===== src/rtl/mcsh_div.sv =====
// Pipelined restoring fraction divider: one quotient bit per stage.
// Standalone; instantiated twice by moving_circle_segment_hit_core.
module mcsh_div #(
   parameter int W  = 8,
   parameter int F  = 8,
   parameter int PW = 1
) (
   input  logic          clock,
   input  logic          reset,
   input  logic          en,
   input  logic          in_valid,
   input  logic [W-1:0]  in_num,   // must be below in_den
   input  logic [W-1:0]  in_den,
   input  logic [PW-1:0] in_pay,
   output logic          out_valid,
   output logic [F-1:0]  out_quot,
   output logic [PW-1:0] out_pay
);

   logic [W-1:0]  rem_ff [F];
   logic [W-1:0]  den_ff [F];
   logic [F-1:0]  q_ff   [F];
   logic [PW-1:0] pay_ff [F];
   logic          vld_ff [F];

   for (genvar k = 0; k < F; k++) begin : g_step
      logic [W-1:0]  rem_src;
      logic [W-1:0]  den_src;
      logic [F-1:0]  q_src;
      logic [PW-1:0] pay_src;
      logic          v_src;
      logic [W:0]    rem_sh;
      logic [W:0]    rem_sub;
      logic          ge;
      logic [W-1:0]  rem_in;

      if (k == 0) begin : g_first
         assign rem_src = in_num;
         assign den_src = in_den;
         assign q_src   = '0;
         assign pay_src = in_pay;
         assign v_src   = in_valid;
      end else begin : g_next
         assign rem_src = rem_ff[k-1];
         assign den_src = den_ff[k-1];
         assign q_src   = q_ff[k-1];
         assign pay_src = pay_ff[k-1];
         assign v_src   = vld_ff[k-1];
      end

      assign rem_sh  = {rem_src, 1'b0};
      assign rem_sub = rem_sh - {1'b0, den_src};
      assign ge      = (rem_sh >= {1'b0, den_src});
      assign rem_in  = ge ? rem_sub[W-1:0] : rem_sh[W-1:0];

      always_ff @(posedge clock) begin
         if (reset) begin
            vld_ff[k] <= 1'b0;
         end else if (en) begin
            vld_ff[k] <= v_src;
         end
      end

      always_ff @(posedge clock) begin
         if (en) begin
            rem_ff[k] <= rem_in;
            den_ff[k] <= den_src;
            q_ff[k]   <= {q_src[F-2:0], ge};
            pay_ff[k] <= pay_src;
         end
      end
   end

   assign out_valid = vld_ff[F-1];
   assign out_quot  = q_ff[F-1];
   assign out_pay   = pay_ff[F-1];

endmodule


===== config.mk =====
export PLATFORM = sky130hd
export DESIGN_NAME = mcsh_div
export DESIGN_NICKNAME = d
export VERILOG_FILES = /design/src/rtl/mcsh_div.sv
export SDC_FILE = /design/constraint.sdc
export NUM_CORES = 1
export LEC_CHECK = 0
export BUFFER_PORTS_ARGS = -buffer_cell sky130_fd_sc_hd__buf_2
export CAP_MARGIN = 40
export CORE_ASPECT_RATIO = 1.75
export CORE_MARGIN = 1.5
export CORE_UTILIZATION = 32
export CTS_BUF_LIST = sky130_fd_sc_hd__clkbuf_4 sky130_fd_sc_hd__clkbuf_8 sky130_fd_sc_hd__clkbuf_16
export DETAILED_ROUTE_END_ITERATION = 10
export HOLD_SLACK_MARGIN = 0.03
export SLEW_MARGIN = 20
export SYNTH_ARGS = -nofsm -noshare
export SYNTH_HDL_FRONTEND = slang
export SYNTH_SLANG_ARGS = --single-unit
export TNS_END_PERCENT = 100

===== constraint.sdc =====
create_clock -name clock -period 2.02 [get_ports clock]
set_input_delay 0.101 -clock clock [delete_from_list [all_inputs] [get_ports clock]]
set_output_delay 0.101 -clock clock [all_outputs]
set_load 0.03 [all_outputs]

==> metrics.md <==
| Metric | Value |
|---|---|
| Clock buffer depth | `2` |
| DR DRC count | `0` |
| # H-tree levels | `4` |
| DRT Wirelength | `16,190 um` |
| Number of distinct library cells after synthesis | `58` |
| Hold Slack | `72.18 ps` |
| Max cap viols | `0` |
| Metal2 WL | `10,160 um` |
| Crit path required time | `2200 ps` |
| Hold Vio Cnt, Final | `0` |
| Buffers added on ports | `30` |
| Nets@finish | `922` |
| Final Critical Period | `2160 ps` |
| Gate Count Post-Synth | `654` |
| Worst Setup Path Type | `reg2reg` |
| DIE HEIGHT | `218.6 um` |
| Tightest Hold Check Type | `in2reg` |
| CP cell instances | `inv_2, fa_2, nor2b_2, o31a_1, nor4_2, a311o_1, mux2_4` |
| Share of cells above drive strength 1 | `36.73%` |
| Status | `complete, but fails checks` |
| Via count | `5,642` |
| Starting density of the core | `32.62%` |
| Lkg Pwr | `4.629 nW` |
| VDD IR max | `0.7038 mV` |
| TritonCTS sink count | `164` |
| Tot Pwr | `13.42 mW` |
| Drt via density | `4.847` |
| Num CTS Buffers | `17` |
| CTS tree | `built` |
| Worst Tran Pin Value | `379.6 ps` |
| Antenna violations before repair | `0` |
| Endpoints failing setup | `19` |
| Initial detailed-routing violation count | `179` |
| Crit path launch type | `register` |
| CTS root buffer | `clkbuf_16` |
| Grt total ovfl | `0` |
| Sequential element share of the synthesized area | `57.93%` |
| Routed met3 length | `377 um` |
| Maximum clock rate | `463.0 MHz` |
| Largest net degree at the start of global routing | `38` |
| Syn-to-layout area delta | `33.88%` |
| Pre-Repair DR Iteration Count | `5` |
| First-pass GRT wire length | `26,070 um` |
| Fin. max-slew vios | `0` |
| Smallest setup slack after layout | `-139.7 ps` |
| CP endpoint kind | `register` |
| Ys Warns | `0` |
| HPWL after detailed placement | `11,830 um` |
| RD Place Congestion | `0.8142` |
| Most frequent cells in the layout | `edfxtp_1, buf_4, inv_1, nor2_1, ha_1` |
| DRT antenna net count | `0` |
| Post-route met1 wirelength | `5115 um` |
| Final period util | `106.9%` |
| # rows | `78` |
| Async SR Flop Fraction | `0%` |
| Total global-route track usage | `12.19%` |
| # IOs | `31` |
| Worst r2r path cells | `7` |
| Post-synth EDFFs | `164` |
| Max Clock Skew | `12.83 ps` |
| Reg clk slew, reported paths | `70 ps` |
| Worst EP arrival | `2340 ps` |
| Max Used Layer | `met4` |
| Pwr dens | `1179 mW/mm^2` |
| Syn nets | `745` |
| Synthesized cell area | `0.008501 mm^2` |
| Failing checks | `negative setup slack` |
| Core area | `0.02606 mm^2` |
| CP max-delay cell | `fa_2` |
| Final Cell Area | `0.01138 mm^2` |
| Syn_area_per_cell | `13.00 um^2` |
| Most common cell after layout, fill and taps aside | `edfxtp_1` |
| Worst slew margin | `74.04%` |
| Hold Path Cell Cnt | `3` |
| Area post-placement | `0.009764 mm^2` |
| Max stage delay on crit path | `420 ps` |
| Worst skew pair latency | `430 ps` |
| Diode count | `0` |
| CP max FO | `3` |
| RSZ-0062 raised after global routing | `true` |
| Die width | `126.2 um` |
| Register bit count reported by yosys | `164` |
| Primary FF master, synth | `edfxtp_1` |
| Vias in the first global route | `5,842` |
| Die Footprint | `0.02759 mm^2` |
| Wire per inst | `13.91 um` |
-- sequential cells by signal, indices dropped and copies added, names as in the netlist --
name    count
vld_ff      8
q_ff       36
rem_ff     56
den_ff     56
pay_ff      8
-- report_power, final --
group | switching [mW] | internal, mW
Sequential | 0.310 | 4.60
Clock | 1.42 | 1.98
Combinational | 2.29 | 2.82
-- through the flow --
stage / instances / util [%] / setup slack [ps] / TNS [ps]
after CTS: 1156 / 42.13 / -132.2 / -1336
after global placement: 1091 / 37.47 / -205.3 / -2879
after detailed placement: 1091 / 37.47 / -188.2 / -3760
final: 1164 / 43.68 / -139.7 / -1002
after floorplan: 654 / - / 1.487 / 0
after global routing: 1164 / 43.68 / -174.5 / -2927
-- metal layers --
| layer | GRT usage, % | vias to the layer above |
|---|---|---|
| li1 | - | 2778 |
| met1 | 9.563 | 2717 |
| met2 | 26.87 | 104 |
| met3 | 2.472 | 43 |
| met4 | 5.632 | 0 |
| met5 | 0 | - |
-- final timing paths --
check                                           startpoint                      to  slack [ps]
worst max-delay path            rem_ff[2][0]$_SDFFCE_PN0P_  rem_ff[3][6]$_DFFE_PP_        -140
worst min register to register       q_ff[2][12]$_DFFE_PP_    q_ff[3][5]$_DFFE_PP_         410
worst min-delay path                             in_num[0]  rem_ff[0][1]$_DFFE_PP_          70
worst max register to register  rem_ff[2][0]$_SDFFCE_PN0P_  rem_ff[3][6]$_DFFE_PP_        -140
-- synth_stat cells, drive strengths merged (2+ instances only) --
library cell | number | share of area [%]
a2111oi | 2 | 0.28
mux2i | 6 | 0.71
buf | 4 | 0.38
nor3b | 2 | 0.18
edfxtp | 164 | 58
mux2 | 29 | 4.3
xor2 | 6 | 0.62
and2 | 13 | 0.96
a31oi | 6 | 0.44
inv | 85 | 3.8
xnor2 | 14 | 1.4
a211o | 2 | 0.21
o2111ai | 3 | 0.38
a21o | 14 | 1.2
o31a | 7 | 0.72
nor4 | 6 | 0.44
o311ai | 3 | 0.31
a311o | 5 | 0.59
nand4 | 5 | 0.37
o21ai | 26 | 1.5
nor2 | 39 | 1.8
a31o | 2 | 0.21
o21a | 18 | 1.6
nand2b | 2 | 0.15
o211ai | 4 | 0.52
a21oi | 32 | 2.0
nor2b | 17 | 1.3
nand3 | 8 | 0.47
a211oi | 7 | 0.68
or2 | 2 | 0.15
nor3 | 10 | 0.59
nand2 | 16 | 0.71
clkbuf | 3 | 0.15
and3 | 10 | 0.79
fa | 7 | 1.6
or3 | 3 | 0.22
ha | 63 | 9.3
-- layout make-up --
cell class,count,area [um^2]
fillers,2373,14680
multi-input cells,398,3811
clock buffers,17,425.4
clock inverters,15,193.9
well taps,320,400.4
repair buffers,165,1301
flip-flops and latches,164,4925
inverters,85,324.1
-- critical path, delay by kind of cell, from the launching register on --
family | cells | cell delay, ps
AND/OR/NAND/NOR | 2 | 250
multiplexers | 1 | 250
adder cells (fa/ha/maj) | 1 | 420
AO/OA/AOI/OAI | 2 | 550
buffers and inverters | 1 | 60
flip-flops | 1 | 370
-- logic make-up after synthesis --
logic type,count (synthesis),synth area share (%)
adder cells (fa/ha/maj),70,10.92
AND/OR/NAND/NOR,135,8.346
AO/OA/AOI/OAI,138,11.44
flip-flops,164,57.93
multiplexers,35,4.990
buffers and inverters,92,4.313
XOR/XNOR,20,2.061
-- timing repair --
action                                 4_1_cts  5_1_grt
cloned                                       1        1
setup endpoints to repair                   37       54
pin swaps                                   35       39
endpoints found under the hold margin       16        0
gates resized for setup                     68       71
setup buffers                               17        8
hold buffers                                16        0
Note: power is estimated with default switching activity, not from simulation.
